## config.mk

```make
export PLATFORM = sky130hd
export DESIGN_NAME = icmp_error_reply_classifier
export DESIGN_NICKNAME = d
export VERILOG_FILES = /design/src/iercl_pkg.sv /design/src/icmp_error_reply_classifier.sv /design/src/iercl_parse.sv /design/src/iercl_queue.sv /design/src/iercl_judge.sv
export SDC_FILE = /design/constraint.sdc
export NUM_CORES = 1
export LEC_CHECK = 0
export CELL_PAD_IN_SITES_DETAIL_PLACEMENT = 0
export CELL_PAD_IN_SITES_GLOBAL_PLACEMENT = 1
export CORE_MARGIN = 4
export CORE_UTILIZATION = 25
export DETAILED_ROUTE_END_ITERATION = 10
export DONT_BUFFER_PORTS = 1
export GPL_TIMING_DRIVEN = 0
export PLACE_DENSITY_LB_ADDON = 0.1
export SLEW_MARGIN = 0
export SYNTH_ARGS = -nofsm -noshare
export SYNTH_HDL_FRONTEND = slang
export SYNTH_SLANG_ARGS = --single-unit
```

## constraint.sdc

```tcl
create_clock -name i_clk -period 7.1 [get_ports i_clk]
set_clock_uncertainty 0.2 [all_clocks]
set_input_delay 1.065 -clock i_clk [delete_from_list [all_inputs] [get_ports i_clk]]
set_output_delay 1.065 -clock i_clk [all_outputs]
set_load 0.005 [all_outputs]
```

## src/iercl_pkg.sv

```systemverilog
// Package for the ICMP error reply classifier: item structs, the per-packet
// record passed from the byte parser to the verdict stage, and header constants.
// No dependencies.
package iercl_pkg;

    // Header sizes and offsets, in bytes.
    localparam logic [15:0] IP_HDR_MIN   = 16'd20;
    localparam logic [15:0] ICMP_HDR_MIN = 16'd8;
    localparam logic [15:0] UDP_HDR      = 16'd8;

    // Byte offsets of fields inside headers.
    localparam logic [15:0] OFS_PROTOCOL  = 16'd9;
    localparam logic [15:0] OFS_SRC_BYTE0 = 16'd12;
    localparam logic [15:0] OFS_SRC_BYTE1 = 16'd13;
    localparam logic [15:0] OFS_SRC_BYTE2 = 16'd14;
    localparam logic [15:0] OFS_SRC_BYTE3 = 16'd15;
    localparam logic [15:0] OFS_CODE      = 16'd1;
    localparam logic [15:0] OFS_PORT_HI   = 16'd2;
    localparam logic [15:0] OFS_PORT_LO   = 16'd3;
    localparam logic [15:0] OFS_LEN_HI    = 16'd4;
    localparam logic [15:0] OFS_LEN_LO    = 16'd5;

    // Protocol numbers, ICMP types and codes.
    localparam logic [7:0] PROTO_UDP          = 8'd17;
    localparam logic [7:0] TYPE_TIME_EXCEEDED = 8'd11;
    localparam logic [7:0] TYPE_UNREACHABLE   = 8'd3;
    localparam logic [7:0] CODE_PORT          = 8'd3;
    localparam logic [7:0] CODE_PROHIBITED    = 8'd13;

    // Register reset values.
    localparam logic [7:0]  RST_EXPECTED_PROTOCOL   = 8'd1;
    localparam logic [15:0] RST_EXPECTED_PORT       = 16'd0;
    localparam logic [15:0] RST_EXPECTED_UDP_LENGTH = 16'd12;

    // Depth of the queue between parser and verdict stage.
    localparam int QUEUE_DEPTH = 4;
    localparam int QUEUE_PTR_W = 2;
    localparam int QUEUE_CNT_W = 3;

    // Configuration register indexes.
    typedef enum logic [1:0] {
        CFG_EXPECTED_PROTOCOL   = 2'd0,
        CFG_EXPECTED_PORT       = 2'd1,
        CFG_EXPECTED_UDP_LENGTH = 2'd2
    } t_cfg_index;

    // Verdict codes.
    typedef enum logic [3:0] {
        VERDICT_SHORT       = 4'd0,
        VERDICT_WRONG_PROTO = 4'd1,
        VERDICT_IGNORED     = 4'd2,
        VERDICT_NOT_UDP     = 4'd3,
        VERDICT_MISMATCH    = 4'd4,
        VERDICT_VALID       = 4'd5,
        VERDICT_LAST_HOP    = 4'd6,
        VERDICT_FILTERED    = 4'd7,
        VERDICT_ABORT       = 4'd8
    } t_verdict;

    typedef struct packed {
        logic [7:0] data_byte;
        logic       last_byte;
    } t_in_item;

    typedef struct packed {
        t_verdict    verdict;
        logic [31:0] source_address;
        logic [15:0] reply_length;
    } t_out_item;

    // Everything captured from one packet.
    typedef struct packed {
        logic [15:0] byte_count;
        logic [5:0]  outer_header_bytes;
        logic [7:0]  outer_protocol;
        logic [31:0] reply_source;
        logic [7:0]  message_type;
        logic [7:0]  message_code;
        logic [5:0]  inner_header_bytes;
        logic [7:0]  inner_protocol;
        logic [15:0] quoted_port;
        logic [15:0] quoted_length;
    } t_packet_rec;

endpackage

```

## src/icmp_error_reply_classifier.sv

```systemverilog
// Top level of the ICMP error reply classifier: byte parser, record queue
// and verdict stage. Depends on iercl_pkg, iercl_parse, iercl_queue, iercl_judge.
//
// Usage: packet bytes enter on the input channel in wire order, one byte per
// cycle at most, with last_byte set on the final byte. For each packet one
// result leaves on the output channel: the verdict, the outer source address
// and the byte count (saturating at MAX_PACKET_BYTES).
// Throughput is one byte per cycle unless the queue is full; the parser captures
// header fields as the bytes stream by, with no per-packet gap between packets.
// The accepting edge of the last byte writes the record into the queue; it is
// loaded into the output register once that is empty or being drained.
// The queue holds four finished packet records; when the receiver stalls the
// queue fills and the input ready drops only once it is full. Configuration
// registers are written through the cfg channel (always ready) while no
// packet is in flight; this binds the user, the block does not enforce it.
// Reset is synchronous and active low; it restores the register defaults
// and empties the parser, queue and output.
module icmp_error_reply_classifier #(
    parameter int MAX_PACKET_BYTES = 65535
) (
    input  logic                 i_clk,
    input  logic                 i_rst_n,
    input  logic                 i_in_valid,
    output logic                 o_in_ready,
    input  iercl_pkg::t_in_item  i_in_data,
    output logic                 o_out_valid,
    input  logic                 i_out_ready,
    output iercl_pkg::t_out_item o_out_data,
    input  logic                 i_cfg_valid,
    output logic                 o_cfg_ready,
    input  logic [1:0]           i_cfg_index,
    input  logic [15:0]          i_cfg_data
);

    logic                   push;
    logic                   full;
    logic                   pop;
    logic                   head_valid;
    iercl_pkg::t_packet_rec push_rec;
    iercl_pkg::t_packet_rec head_rec;

    // Front: byte parser.
    iercl_parse #(
        .MAX_PACKET_BYTES(MAX_PACKET_BYTES)
    ) u_parse (
        .i_clk   (i_clk),
        .i_rst_n (i_rst_n),
        .i_valid (i_in_valid),
        .o_ready (o_in_ready),
        .i_item  (i_in_data),
        .i_full  (full),
        .o_push  (push),
        .o_rec   (push_rec)
    );

    // Queue of finished packet records.
    iercl_queue u_queue (
        .i_clk   (i_clk),
        .i_rst_n (i_rst_n),
        .i_push  (push),
        .i_rec   (push_rec),
        .o_full  (full),
        .i_pop   (pop),
        .o_valid (head_valid),
        .o_rec   (head_rec)
    );

    // Back: verdict stage with configuration registers.
    iercl_judge u_judge (
        .i_clk        (i_clk),
        .i_rst_n      (i_rst_n),
        .i_cfg_valid  (i_cfg_valid),
        .o_cfg_ready  (o_cfg_ready),
        .i_cfg_index  (i_cfg_index),
        .i_cfg_data   (i_cfg_data),
        .i_head_valid (head_valid),
        .i_head       (head_rec),
        .o_pop        (pop),
        .o_out_valid  (o_out_valid),
        .i_out_ready  (i_out_ready),
        .o_out_data   (o_out_data)
    );

endmodule

```

## src/iercl_parse.sv

```systemverilog
// Byte parser: counts packet bytes and captures header fields as they pass.
// On the last byte it pushes the packet record into the queue.
// Depends on iercl_pkg.
module iercl_parse #(
    parameter int MAX_PACKET_BYTES = 65535
) (
    input  logic                  i_clk,
    input  logic                  i_rst_n,
    input  logic                  i_valid,
    output logic                  o_ready,
    input  iercl_pkg::t_in_item   i_item,
    input  logic                  i_full,
    output logic                  o_push,
    output iercl_pkg::t_packet_rec o_rec
);

    logic [15:0] r_count, n_count;
    logic [5:0]  r_outer_hdr, n_outer_hdr;
    logic [7:0]  r_outer_proto, n_outer_proto;
    logic [31:0] r_source, n_source;
    logic [7:0]  r_type, n_type;
    logic [7:0]  r_code, n_code;
    logic [5:0]  r_inner_hdr, n_inner_hdr;
    logic [7:0]  r_inner_proto, n_inner_proto;
    logic [15:0] r_port, n_port;
    logic [15:0] r_udp_len, n_udp_len;

    logic        accept;
    logic [7:0]  b;
    logic [5:0]  ihl_bytes;
    logic [5:0]  h_eff;
    logic [15:0] ofs_icmp;
    logic [15:0] ofs_inner;
    logic [15:0] ofs_udp;

    assign o_ready = !i_full;
    assign accept  = i_valid && o_ready;
    assign b       = i_item.data_byte;

    // Header length nibble scaled to bytes.
    assign ihl_bytes = {b[3:0], 2'b00};

    // The outer length written by byte 0 is already in force for byte 0 itself.
    assign h_eff     = (r_count == 16'd0) ? ihl_bytes : r_outer_hdr;
    assign ofs_icmp  = {10'd0, h_eff};
    assign ofs_inner = ofs_icmp + iercl_pkg::ICMP_HDR_MIN;
    assign ofs_udp   = ofs_inner + {10'd0, r_inner_hdr};

    // Capture of this byte into the field registers it belongs to.
    always_comb begin
        n_count       = r_count;
        n_outer_hdr   = r_outer_hdr;
        n_outer_proto = r_outer_proto;
        n_source      = r_source;
        n_type        = r_type;
        n_code        = r_code;
        n_inner_hdr   = r_inner_hdr;
        n_inner_proto = r_inner_proto;
        n_port        = r_port;
        n_udp_len     = r_udp_len;
        if (r_count < 16'(MAX_PACKET_BYTES)) begin
            n_count = r_count + 16'd1;
            if (r_count == 16'd0) begin
                n_outer_hdr = ihl_bytes;
            end
            if (r_count == iercl_pkg::OFS_PROTOCOL) begin
                n_outer_proto = b;
            end
            if (r_count == iercl_pkg::OFS_SRC_BYTE0) begin
                n_source[31:24] = b;
            end
            if (r_count == iercl_pkg::OFS_SRC_BYTE1) begin
                n_source[23:16] = b;
            end
            if (r_count == iercl_pkg::OFS_SRC_BYTE2) begin
                n_source[15:8] = b;
            end
            if (r_count == iercl_pkg::OFS_SRC_BYTE3) begin
                n_source[7:0] = b;
            end
            if (r_count == ofs_icmp) begin
                n_type = b;
            end
            if (r_count == ofs_icmp + iercl_pkg::OFS_CODE) begin
                n_code = b;
            end
            if (r_count == ofs_inner) begin
                n_inner_hdr = ihl_bytes;
            end
            if (r_count == ofs_inner + iercl_pkg::OFS_PROTOCOL) begin
                n_inner_proto = b;
            end
            if (r_count == ofs_udp + iercl_pkg::OFS_PORT_HI) begin
                n_port[15:8] = b;
            end
            if (r_count == ofs_udp + iercl_pkg::OFS_PORT_LO) begin
                n_port[7:0] = b;
            end
            if (r_count == ofs_udp + iercl_pkg::OFS_LEN_HI) begin
                n_udp_len[15:8] = b;
            end
            if (r_count == ofs_udp + iercl_pkg::OFS_LEN_LO) begin
                n_udp_len[7:0] = b;
            end
        end
    end

    // The record includes what the last byte itself captured.
    always_comb begin
        o_rec.byte_count         = n_count;
        o_rec.outer_header_bytes = n_outer_hdr;
        o_rec.outer_protocol     = n_outer_proto;
        o_rec.reply_source       = n_source;
        o_rec.message_type       = n_type;
        o_rec.message_code       = n_code;
        o_rec.inner_header_bytes = n_inner_hdr;
        o_rec.inner_protocol     = n_inner_proto;
        o_rec.quoted_port        = n_port;
        o_rec.quoted_length      = n_udp_len;
    end

    assign o_push = accept && i_item.last_byte;

    // Per-packet state: updated on each byte, cleared after the last one.
    always_ff @(posedge i_clk) begin
        if (!i_rst_n || (accept && i_item.last_byte)) begin
            r_count       <= '0;
            r_outer_hdr   <= '0;
            r_outer_proto <= '0;
            r_source      <= '0;
            r_type        <= '0;
            r_code        <= '0;
            r_inner_hdr   <= '0;
            r_inner_proto <= '0;
            r_port        <= '0;
            r_udp_len     <= '0;
        end else if (accept) begin
            r_count       <= n_count;
            r_outer_hdr   <= n_outer_hdr;
            r_outer_proto <= n_outer_proto;
            r_source      <= n_source;
            r_type        <= n_type;
            r_code        <= n_code;
            r_inner_hdr   <= n_inner_hdr;
            r_inner_proto <= n_inner_proto;
            r_port        <= n_port;
            r_udp_len     <= n_udp_len;
        end
    end

endmodule

```

## src/iercl_queue.sv

```systemverilog
// Short first-in first-out queue of packet records between parser and
// verdict stage. Depends on iercl_pkg.
module iercl_queue (
    input  logic                  i_clk,
    input  logic                  i_rst_n,
    input  logic                  i_push,
    input  iercl_pkg::t_packet_rec i_rec,
    output logic                  o_full,
    input  logic                  i_pop,
    output logic                  o_valid,
    output iercl_pkg::t_packet_rec o_rec
);

    iercl_pkg::t_packet_rec r_mem [iercl_pkg::QUEUE_DEPTH];

    logic [iercl_pkg::QUEUE_PTR_W-1:0] r_wr_ptr;
    logic [iercl_pkg::QUEUE_PTR_W-1:0] r_rd_ptr;
    logic [iercl_pkg::QUEUE_CNT_W-1:0] r_count;

    assign o_full  = (r_count == iercl_pkg::QUEUE_CNT_W'(iercl_pkg::QUEUE_DEPTH));
    assign o_valid = (r_count != '0);
    assign o_rec   = r_mem[r_rd_ptr];

    // Entry storage.
    always_ff @(posedge i_clk) begin
        if (i_push) begin
            r_mem[r_wr_ptr] <= i_rec;
        end
    end

    // Pointers and fill count.
    always_ff @(posedge i_clk) begin
        if (!i_rst_n) begin
            r_wr_ptr <= '0;
            r_rd_ptr <= '0;
            r_count  <= '0;
        end else begin
            if (i_push) begin
                r_wr_ptr <= r_wr_ptr + 1'b1;
            end
            if (i_pop) begin
                r_rd_ptr <= r_rd_ptr + 1'b1;
            end
            if (i_push && !i_pop) begin
                r_count <= r_count + 1'b1;
            end else if (!i_push && i_pop) begin
                r_count <= r_count - 1'b1;
            end
        end
    end

endmodule

```

## src/iercl_judge.sv

```systemverilog
// Verdict stage: holds the configuration registers, classifies the record at
// the head of the queue and keeps the result in the output register.
// Depends on iercl_pkg.
module iercl_judge (
    input  logic                   i_clk,
    input  logic                   i_rst_n,
    input  logic                   i_cfg_valid,
    output logic                   o_cfg_ready,
    input  logic [1:0]             i_cfg_index,
    input  logic [15:0]            i_cfg_data,
    input  logic                   i_head_valid,
    input  iercl_pkg::t_packet_rec i_head,
    output logic                   o_pop,
    output logic                   o_out_valid,
    input  logic                   i_out_ready,
    output iercl_pkg::t_out_item   o_out_data
);

    logic [7:0]  r_exp_proto;
    logic [15:0] r_exp_port;
    logic [15:0] r_exp_len;

    logic                 r_out_valid;
    iercl_pkg::t_out_item r_out;

    iercl_pkg::t_verdict verdict;
    logic [15:0] n;
    logic [15:0] ofs_icmp_end;
    logic [15:0] ofs_inner_end;
    logic [15:0] ofs_udp_end;
    logic        load;

    assign o_cfg_ready = 1'b1;

    // Configuration registers.
    always_ff @(posedge i_clk) begin
        if (!i_rst_n) begin
            r_exp_proto <= iercl_pkg::RST_EXPECTED_PROTOCOL;
            r_exp_port  <= iercl_pkg::RST_EXPECTED_PORT;
            r_exp_len   <= iercl_pkg::RST_EXPECTED_UDP_LENGTH;
        end else if (i_cfg_valid) begin
            unique case (iercl_pkg::t_cfg_index'(i_cfg_index))
                iercl_pkg::CFG_EXPECTED_PROTOCOL:   r_exp_proto <= i_cfg_data[7:0];
                iercl_pkg::CFG_EXPECTED_PORT:       r_exp_port  <= i_cfg_data;
                iercl_pkg::CFG_EXPECTED_UDP_LENGTH: r_exp_len   <= i_cfg_data;
                default: ;
            endcase
        end
    end

    // Length thresholds for each header in turn.
    assign n             = i_head.byte_count;
    assign ofs_icmp_end  = {10'd0, i_head.outer_header_bytes} + iercl_pkg::ICMP_HDR_MIN;
    assign ofs_inner_end = ofs_icmp_end + iercl_pkg::IP_HDR_MIN;
    assign ofs_udp_end   = ofs_icmp_end + {10'd0, i_head.inner_header_bytes}
                           + iercl_pkg::UDP_HDR;

    // Checks in priority order, then the class by ICMP type and code.
    always_comb begin
        if (n < iercl_pkg::IP_HDR_MIN) begin
            verdict = iercl_pkg::VERDICT_SHORT;
        end else if (i_head.outer_protocol != r_exp_proto) begin
            verdict = iercl_pkg::VERDICT_WRONG_PROTO;
        end else if (n < ofs_icmp_end) begin
            verdict = iercl_pkg::VERDICT_SHORT;
        end else if (i_head.message_type != iercl_pkg::TYPE_TIME_EXCEEDED &&
                     i_head.message_type != iercl_pkg::TYPE_UNREACHABLE) begin
            verdict = iercl_pkg::VERDICT_IGNORED;
        end else if (n < ofs_inner_end) begin
            verdict = iercl_pkg::VERDICT_SHORT;
        end else if (i_head.inner_protocol != iercl_pkg::PROTO_UDP) begin
            verdict = iercl_pkg::VERDICT_NOT_UDP;
        end else if (n < ofs_udp_end) begin
            verdict = iercl_pkg::VERDICT_SHORT;
        end else if (i_head.quoted_port != r_exp_port ||
                     i_head.quoted_length != r_exp_len) begin
            verdict = iercl_pkg::VERDICT_MISMATCH;
        end else if (i_head.message_type == iercl_pkg::TYPE_TIME_EXCEEDED) begin
            verdict = iercl_pkg::VERDICT_VALID;
        end else if (i_head.message_code == iercl_pkg::CODE_PORT) begin
            verdict = iercl_pkg::VERDICT_LAST_HOP;
        end else if (i_head.message_code == iercl_pkg::CODE_PROHIBITED) begin
            verdict = iercl_pkg::VERDICT_FILTERED;
        end else begin
            verdict = iercl_pkg::VERDICT_ABORT;
        end
    end

    // Take the head whenever the output register is empty or being drained.
    assign load  = i_head_valid && (!r_out_valid || i_out_ready);
    assign o_pop = load;

    always_ff @(posedge i_clk) begin
        if (!i_rst_n) begin
            r_out_valid <= 1'b0;
        end else if (load) begin
            r_out_valid <= 1'b1;
        end else if (i_out_ready) begin
            r_out_valid <= 1'b0;
        end
    end

    // Result payload.
    always_ff @(posedge i_clk) begin
        if (load) begin
            r_out.verdict        <= verdict;
            r_out.source_address <= i_head.reply_source;
            r_out.reply_length   <= i_head.byte_count;
        end
    end

    assign o_out_valid = r_out_valid;
    assign o_out_data  = r_out;

endmodule

```

==> Yosys cells after proc, flatten, opt, wreduce, memory -nomap -nowiden <==
Memory sizes are Yosys's and may differ from the RTL's. A register that Yosys moved wholly into a read port is not among the register bits.
Cells that the tools add are included.
{ "op_classes": {"order_cmp": 5, "eq_ne": 25, "n_mux": 42, "n_addsub": 17, "reduce_logical": 25} }
{ "ops": {"columns": ["cell", "count"], "rows": [
  ["8-bit two-way mux", 16],
  ["16-bit equality test", 7],
  ["16-bit by 4-bit equality test with 1-bit output (second input constant)", 5],
  ["16-bit < comparator", 3],
  ["16-bit two-way mux", 3],
  ["16-bit by 2-bit adder with 16-bit output (second input constant)", 2],
  ["16-bit by 3-bit adder with 16-bit output (second input constant)", 2],
  ["16-bit by 4-bit adder with 16-bit output (second input constant)", 2],
  ["16-bit by 6-bit adder with 16-bit output", 2],
  ["32-bit two-way mux", 1],
  ["16-bit != test", 2],
  ["6-bit two-way mux", 4],
  ["16-bit by 1-bit adder with 16-bit output (second input constant)", 1],
  ["16-bit by 5-bit adder with 16-bit output (second input constant)", 1],
  ["16-bit by 6-bit equality test with 1-bit output", 1],
  ["8-bit by 4-bit equality test with 1-bit output (second input constant)", 2],
  ["16-bit zero test", 1],
  ["16-bit < comparator (second input constant)", 1],
  ["16-bit by 5-bit < comparator with 1-bit output (second input constant)", 1],
  ["3-bit two-way mux", 5],
  ["6-bit by 4-bit adder with 7-bit output (second input constant)", 2],
  ["2-bit two-way mux", 6],
  ["10-bit OR reduction", 1],
  ["8-bit by 2-bit equality test with 1-bit output (second input constant)", 1],
  ["22 further kinds", 42]
]} }
{ "word_totals": {"word_cells": 138, "in_bits": 32, "mem_count": 1, "mem_bits_rw": 496, "regBits": 224} }
{ "mem_list": {"columns": ["memory", "depth", "width", "rd", "rd_ports_with_merged_regs", "write_ports", "line_no", "rtl"], "rows": [
  ["u_queue.r_mem", 4, 124, 1, 1, 1, "iercl_queue.sv:14", "iercl_pkg::t_packet_rec r_mem [iercl_pkg::QUEUE_DEPTH];"]
]} }

==> Depth between registers and ports, before layout <==
{ "depth": {"depth_word": 11, "mapped_depth": 23, "mapped_depth_nobuf": 20} }

==> By module <==
A second synthesis with hierarchy kept.
{ "unflattened": {"hier_cells": 2034, "hier_area_um2": 30769.5} }
{ "by_module_without_submodules": {"columns": ["module", "instances", "cells_each", "seq_area_each_um2", "area_per_inst_um2"], "rows": [
  ["iercl_queue", 1, 691, 15074.5, 18316.3],
  ["iercl_parse", 1, 924, 2482.4, 7867.5],
  ["iercl_judge", 1, 419, 2382.3, 4585.6]
]} }

==> Least setup slack after synthesis <==
No wires, ideal clock.
{ "synth_timing": {"path_type": "reg2reg", "from": "register (tool-made name)", "to": "register u_judge.r_out, in the netlist u_judge.o_out_data[48] (data pin)", "setup_slack_ps": 47, "arrival_time_ps": 6594, "path_buffers": 6, "t_required_ps": 6641, "setup_ps": 259, "stages_incl_launch_ff": 22, "path_cell_list": "dfxtp_1 > buf_2 > clkbuf_1 > buf_1 > clkbuf_1 > clkbuf_1 > buf_1 > mux4_2 > ha_1 > ha_1 > fa_1 > a21oi_1 > nor2_1 > nor2_1 > xnor2_1 > ha_1 > a21o_1 > a21o_1 > a2111oi_0 > o31a_1 > nor3_1 > o31a_1"} }
{ "synth_lines": {"columns": ["item", "line_no", "rtl"], "rows": [
  ["end: declaration", "iercl_judge.sv:24", "iercl_pkg::t_out_item r_out;"]
]} }

==> impl_metrics.tcl <==
set metrics [dict create \
    vias 17230 \
    setup_viol_count_final 0 \
    layout-drive-gt1-share_pct 17.94 \
    core_area_um2 120400 \
    netlist_top_cells_area "edfxtp_1 (54%), dfxtp_1 (11%), mux4_2 (7.8%), mux2_2 (3.5%), nand2_1 (3.0%)" \
    grt_antenna_before_repair 6 \
    netlist_area_um2 30470 \
    cp.arrival_ps 6920 \
    syn2layout_area_growth_pct 17.75 \
    gp_congestion 0.8137 \
    rsz0062_at_grt "false" \
    layout_min_cycle_time_ps 6759 \
    p_per_area_nw_per_um2 349.7 \
    yosysUniqueCellTypes 76 \
    insertion_delay_ps 660 \
    hold_viol_final 0 \
    avgRoutedWirePerCell_um 22.47 \
    synth_ff_type "edfxtp_1" \
    fin_crit_sh_pct 95.20 \
    cts.reportedPaths.clkPinSlew_ps 60 \
    synth_nets 2155 \
    tightest_slew_ps 1325 \
    path_cells "inv_1, ha_1, or3b_2, nor4_4, buf_6, mux2i_4, inv_1, ha_1, inv_1, ha_1, inv_1, nor2_1, a311oi_2, o21ai_1, a211oi_4, buf_12, xnor2_2, xnor2_1, a31oi_1, a2111oi_4, buf_4, mux2_2" \
    die_area_um2 127500 \
    power.leakage_nw 12.16 \
    cp_top_family "compound AO/OA/AOI/OAI gates" \
    yosysMostFrequentCell "edfxtp_1" \
    firstDrtPassIters 5 \
    grt_overflow 0 \
    setup.worst_path.start_class "flop" \
    via_per_inst 4.472 \
    grt_pass1_vias 17910 \
    cts_sinks 722 \
    finalMaxSlewViolations 0 \
    crit_buf_inv 7 \
    yosysWarnings 0 \
    max_slew_margin_pct 11.48 \
    max-cap-violations 0 \
    h-tree-depth 3 \
    fp.dieH_um 357.1 \
    path_class "reg2reg" \
    synth_top_cell_area_share_pct 54.01 \
    clock.fmax_mhz 147.9 \
    cts_buffer_depth 3 \
    pin_count 87 \
    rows 127 \
    grt_max_degree 47 \
    dpl.cell_count 3682 \
    async_reset_ff_share_pct 0 \
    cp.required_ps 7260 \
    slowest_stage "or3b_2" \
    yosysSeqAreaShare_pct 65.45 \
    path_max_fanout 10 \
    wl_um 86540 \
    startpoint "u_parse.r_count[1]" \
    finish.utilization_pct 29.78 \
    die_w_um 357.1 \
    dp_hpwl_um 60810 \
    stdcell_count 3852 \
    r2r_start "u_parse.r_count[1]" \
    synthCells 2059 \
    cts_made_buffers 86 \
    critPathMaxStageDelay_ps 510 \
    root_buffer "clkbuf_16" \
    fin_nets 2257 \
    vdd_drop_max_mv 0.1660 \
    netlist_top_cells_count "edfxtp_1 (548), nand2_1 (247), dfxtp_1 (174)" \
    total_power_mw 12.55 \
    min_path_type "reg2reg" \
    hold_ws_ps 248.8 \
    synth-edff-count 548 \
    status "finished clean" \
    cp_common_cell "inv_1" \
    synth-seq-cells 722 \
    hold_start "u_parse.r_source[4]" \
    postCtsHoldBufs 0 \
    grt_pass1_wl_um 126100 \
    fin_tns_setup_ps 0 \
    syn_area_per_cell_um2 14.80 \
    drt_iter0_drc 1061 \
    antenna_left 0 \
    grt_use_total_pct 13.62 \
    cts_tree "built" \
    yosys.area.top_type "edfxtp_1" \
    initial_utilization_pct 25.29 \
    crit_path_end_kind "flop" \
    drc 0 \
    port_buffers 0 \
]
worst register-to-register path, delay by kind of cell, from the launching register on:
family	cells	cell delay, ps
adder cells (fa/ha/maj)	3	1040
XOR/XNOR	2	400
AO/OA/AOI/OAI	5	1410
multiplexers	2	710
AND/OR/NAND/NOR	3	1040
flip-flops	1	430
buffers and inverters	7	1230
layout make-up:
| cell class | count | area (µm²) |
|---|---|---|
| antenna | 5 | 12.51 |
| buffer | 93 | 399.1 |
| clock buffer | 123 | 2444 |
| clock inverter | 39 | 439.2 |
| fill | 12090 | 84570 |
| inverter | 43 | 161.4 |
| multi-input combinational | 1196 | 10110 |
| sequential | 722 | 19940 |
| tap | 1612 | 2017 |
| timing repair buffer | 19 | 352.8 |
power by group:
group | internal, mW | total (mW) | switching [mW] | leakage, nW
logic | 1.23 | 2.99 | 1.76 | 4.11
registers | 4.97 | 5.12 | 0.152 | 6.65
clock network | 2.66 | 4.44 | 1.77 | 1.40
total | 8.86 | 12.5 | 3.68 | 12.2
registers in the layout, indices dropped and copies added (netlist names), 16 cells and up, named ones only:
| register | flops |
|---|---|
| u_queue.r_mem | 496 |
| u_judge.o_out_data | 52 |
| u_parse.r_source | 32 |
| u_judge.r_exp_len | 16 |
| u_judge.r_exp_port | 16 |
| u_parse.r_count | 16 |
| u_parse.r_port | 16 |
| u_parse.r_udp_len | 16 |
path summary, 6_finish.rpt:
kind / end / slack (ps) / depth (start not counted)
worst max-delay path: u_queue.r_mem[1][15] / 340 / 22
worst min-delay path: u_parse.r_source[4] / 250 / 2
worst min register to register: u_parse.r_source[4] / 250 / 2
worst max register to register: u_queue.r_mem[1][15] / 340 / 22
routing by layer:
| layer | global-route usage, % | wire length, µm |
|---|---|---|
| met1 | 19.13 | 41150 |
| met3 | 2.657 | 3760 |
| met2 | 21.50 | 39780 |
| met4 | 3.767 | 1854 |
| met5 | 0 | 0 |
timing repair:
item	CTS	global route
setup buffers	5	3
setup endpoints to repair	164	148
resized for setup	23	7
pin swaps	4	1
cell families (layout without fill, tap and decap cells):
group,after synthesis,count (layout),synth area share [%]
adders and majority gates,64,64,2.678
xor gates and xnor gates,113,113,3.478
buffers and inverters,141,317,1.799
muxes,260,260,13.28
other,1,6,0.01231
and+or+nand+nor,539,539,8.472
DFF,722,722,65.45
AOI/OAI and AO/OA,219,219,4.834
layout by cell type, fill, tap and decap left out, types with 10 or more instances in the layout:
| master | count |
|---|---|
| nand4_1 | 25 |
| nor4_1 | 15 |
| buf_4 | 10 |
| mux2i_1 | 57 |
| and2_1 | 21 |
| ha_1 | 62 |
| nand2_1 | 247 |
| a21o_1 | 13 |
| a21oi_1 | 75 |
| a21boi_0 | 33 |
| clkbuf_1 | 94 |
| and3_1 | 10 |
| mux2_2 | 94 |
| nor3_1 | 18 |
| clkbuf_16 | 88 |
| nor2_1 | 88 |
| xnor2_1 | 87 |
| mux4_2 | 106 |
| inv_1 | 42 |
| nor2b_1 | 14 |
| a211oi_1 | 12 |
| or3_1 | 11 |
| xor2_1 | 20 |
| clkinv_2 | 11 |
| clkbuf_8 | 11 |
| edfxtp_1 | 548 |
| dfxtp_1 | 173 |
| o21ai_0 | 31 |
| nand3_1 | 33 |
through the flow:
step / worst slack, ps / cell area [µm²]
final: 340.8 / 35870
after global placement: -3166 / 32480
after CTS: 77.96 / 35800
after floorplan: 46.98 / 30470
after detailed placement: -3015 / 32790
after global routing: 3.269 / 35860
Power figures use the tool's default switching activity.
